==> src/gmdw_ram.sv <==
// Generic single-port-write, single-port-read RAM with a registered read.
// No dependencies.
`default_nettype none
module gmdw_ram #(
  parameter int Width = 2,
  parameter int Depth = 512
) (
  input  wire logic                     clk,
  input  wire logic                     we,
  input  wire logic [$clog2(Depth)-1:0] waddr,
  input  wire logic [Width-1:0]         wdata,
  input  wire logic [$clog2(Depth)-1:0] raddr,
  output logic      [Width-1:0]         rdata
);
  logic [Width-1:0] mem [Depth];

  // Write port and registered read port.
  always_ff @(posedge clk) begin
    if (we) begin
      mem[waddr] <= wdata;
    end
    rdata <= mem[raddr];
  end
endmodule
`default_nettype wire

==> config.mk <==
export PLATFORM = sky130hd
export DESIGN_NAME = gmdw_ram
export DESIGN_NICKNAME = d
export VERILOG_FILES = /design/src/gmdw_ram.sv
export SDC_FILE = /design/constraint.sdc
export NUM_CORES = 1
export LEC_CHECK = 0
export BUFFER_PORTS_ARGS = -buffer_cell sky130_fd_sc_hd__buf_2
export CAP_MARGIN = 20
export CORE_ASPECT_RATIO = 0.6
export CORE_MARGIN = 5
export CORE_UTILIZATION = 35
export CTS_BUF_LIST = sky130_fd_sc_hd__clkbuf_4 sky130_fd_sc_hd__clkbuf_8
export DETAILED_ROUTE_END_ITERATION = 16
export PLACE_DENSITY = 0.45
export RECOVER_POWER = 25
export SYNTH_ARGS = -nofsm -noshare
export SYNTH_HDL_FRONTEND = slang
export SYNTH_SLANG_ARGS = --single-unit
==> constraint.sdc <==
create_clock -name clk -period 2.85 [get_ports clk]
set_input_delay 0 -clock clk [delete_from_list [all_inputs] [get_ports clk]]
set_output_delay 0 -clock clk [all_outputs]
set_load 0.02 [all_outputs]
==> flow_summary.toml <==
[drt]
dr.max_layer_used = "met4"
wl_met2_um = 55010
met1Wirelength_um = 60620
drtIter0Drc = 2748
post_drt_via_cell_ratio = 5.506
drc = 0
wl_met3_um = 11870
drt_wl_total_um = 129900
drtAntennaViolNets = 0
wl_per_cell_um = 28.61
first_pass_iters = 7
routed-via-count = 25003

[logic_synthesis]
yosysSeqAreaShare = 0.7276
ys_types = 58
synth_fp_nets = 2630
synth_edf_count = 1024
synth_flop_cell = "edfxtp_1"
ys_ff_latch = 1026
synthesis.area_mm2 = 0.04231
synthCells = 2608
synthArstFlopShare = 0
yosys_warnings = 0
avgSynthCellArea_um2 = 16.22

[grt]
grt_overflow = 0
grt_usage = 0.2014
grt_start_max_net_pins = 116
grt_first_pass_wirelength_um = 184400
antenna_found_initial = 6
grt_pass1_vias = 25294

[pwr]
p_sw_mw = 7.129
vdd_drop_max_v = 0.0004071
comb_power_share = 0.063
seq_power_share = 0.541
intPower_mw = 23.61
power.density_mw_per_mm2 = 632.7
power_leakage_nw = 15.36
p_clk_frac = 0.396
swShare = 0.2319

[worst_setup_path]
critPathMaxStageDelay_ps = 740
worstPathRequired_ps = 3570
r2r_slack_ps = -10
ff2ff_path_depth = 7
r2r_start = "mem[478][1]"
rr_endpoint = "rdata[1]"
setup.worst_path.end_class = "flip-flop"
crit_top_cell = "nand3_1"
cp_max_fo = 9
cp_num_buf_inv = 4
startpoint_type = "primary input"
crit_arrival_ps = 3590
crit_family = "simple AND/OR/NAND/NOR gates"
cp_num_cells = 10
path_cells = "dlygate4sd3_1 > buf_2 > inv_1 > buf_4 > nand3_1 > o32ai_1 > nor4_1 > nand3_1 > o22ai_1 > or4_1"
cp_slowest_cell = "o32ai_1"
worstSetupPathType = "primary input to flip-flop"

[job]
maxCapViolations = 2

[cells_and_area]
fin_nets = 2841
drive_above_1_share = 0.2131
area_delta_synth_final_pct = 14.82
mostFrequentLayoutCell = "edfxtp_1"
utilization = 0.4064
final_cell_mix = "edfxtp_1, nor2_1, mux2i_1"

[outcome]
violations = "max-capacitance violations, max-slew violations, negative setup slack"
status = "finished with violations"

[hold_path]
hp-start = "we"
hold_class = "primary input to flip-flop"
hold_path_end = "mem[386][1]"
hold_path_depth = 5

[placed_design]
pre_cts_slack_ps = -257.9
numPortBuffers = 23
place.gp.congestion = 0.8061
dpl.hpwl_um = 79750

[timing]
hold_viol = 0
fmax_mhz = 348.8
worst_pin_slew_ps = 2184
min_period_ps = 2867
fin_crit_sh = 1.006
slew_headroom = -0.4561
skew_ps = 27.28
maxSlewViolCount = 168
rsz0062_at_grt = "no"
worst_slack_ps = -17.07
setup_viol = 1

[die]
die_x_um = 458.9
die_h_um = 279.3
initial_utilization = 0.3539
dieArea_mm2 = 0.1282
rows = 98
ios = 24
core-area_mm2 = 0.1196

[clock_network]
clock_path_buffers = 3
clockRootBuffer = "clkbuf_8"
clk_latency_ps = 880
cts_setup_buffers = 0
cts_made_buffers = 158
cts_tree = "built"
clk_pin_slew_ps = 70
htree_levels = 4
cts_sinks = 1026
flip-flops by register name, summed over array words and instances, names as in the netlist:
register and cells:
mem 1024, rdata 2
cell usage after synthesis, types with 26 or more instances:
cell,number,share of area
buf_6,26,0.0069
edfxtp_1,1024,0.73
o221ai_1,110,0.023
o21ai_0,34,0.0040
mux4_2,128,0.068
a21oi_1,41,0.0048
buf_2,32,0.0038
nand2_1,63,0.0056
nor2_1,546,0.048
nor3_1,42,0.0050
o22ai_1,43,0.0064
clkbuf_1,98,0.0087
mux2i_1,252,0.060
layout make-up:
type / instances / area [um2]
flip-flops and latches: 1026 / 30790
diodes: 3 / 7.507
clock buffers: 216 / 2641
fillers: 10888 / 70970
repair buffers: 247 / 2265
clock inverters: 63 / 382.9
multi-input cells: 1382 / 10480
well taps: 1600 / 2002
inverters: 4 / 15.01
per-layer routing:
metal	global-route usage	up-vias
met3	0.05618	176
met2	0.2875	1098
li1	-	10678
met4	0.05321	0
met5	0	-
met1	0.3026	13051
cell families (layout without fill, tap and decap cells):
logic type	Yosys count	in the layout	share of synthesized area
AOI/OAI and AO/OA	273	273	0.04684
buffers and inverters	200	530	0.02667
DFF	1026	1026	0.7276
muxes	384	384	0.1288
other	0	3	0
and+or+nand+nor	725	725	0.07005
worst min-delay path: stages:
cell	delay [ps]
buf_2	120
nor3b_1	200
nand2_2	80
buf_4	300
nor2_1	110
what timing repair did:
action | in CTS | in global routing
hold buffers | 16 | 0
hold endpoints to repair | 1144 | 0
setup endpoints to repair | 0 | 2
resized for setup | 0 | 3
worst max-delay path by stage:
| stage | to | start |
|---|---|---|
| after floorplan | rdata[1] | raddr[1] |
| after global placement | rdata[0] | raddr[0] |
| after CTS | rdata[0] | mem[319][0] |
| after detailed placement | rdata[0] | raddr[0] |
| after global routing | rdata[0] | mem[318][0] |
| final | rdata[1] | raddr[5] |
power groups by stage:
| stage | clock network, mW | logic (mW) | registers (mW) |
|---|---|---|---|
| final | 12.2 | 1.93 | 16.6 |
| after global routing | 13.2 | 2.04 | 16.6 |
| after CTS | 12.5 | 1.94 | 16.6 |
| after detailed placement | 0 | 1.91 | 16.9 |
| after global placement | 0 | 1.90 | 16.9 |
| after floorplan | 0 | 0.911 | 17.0 |
per-stage QoR:
step	setup TNS (ps)	power, mW	instance area (um2)	cells	hold slack (ps)
5_1_grt	0	31.85	48580	4540	89.61
2_1_floorplan	0	17.86	42310	2608	98.87
6_report	-17.07	30.74	48590	4541	124.0
4_1_cts	0	31.04	48620	4538	42.41
3_5_place_dp	-446.1	18.86	45440	4243	522.5
3_3_place_gp	-510.8	18.85	45440	4243	521.8
(Power assumes the default switching activity.)
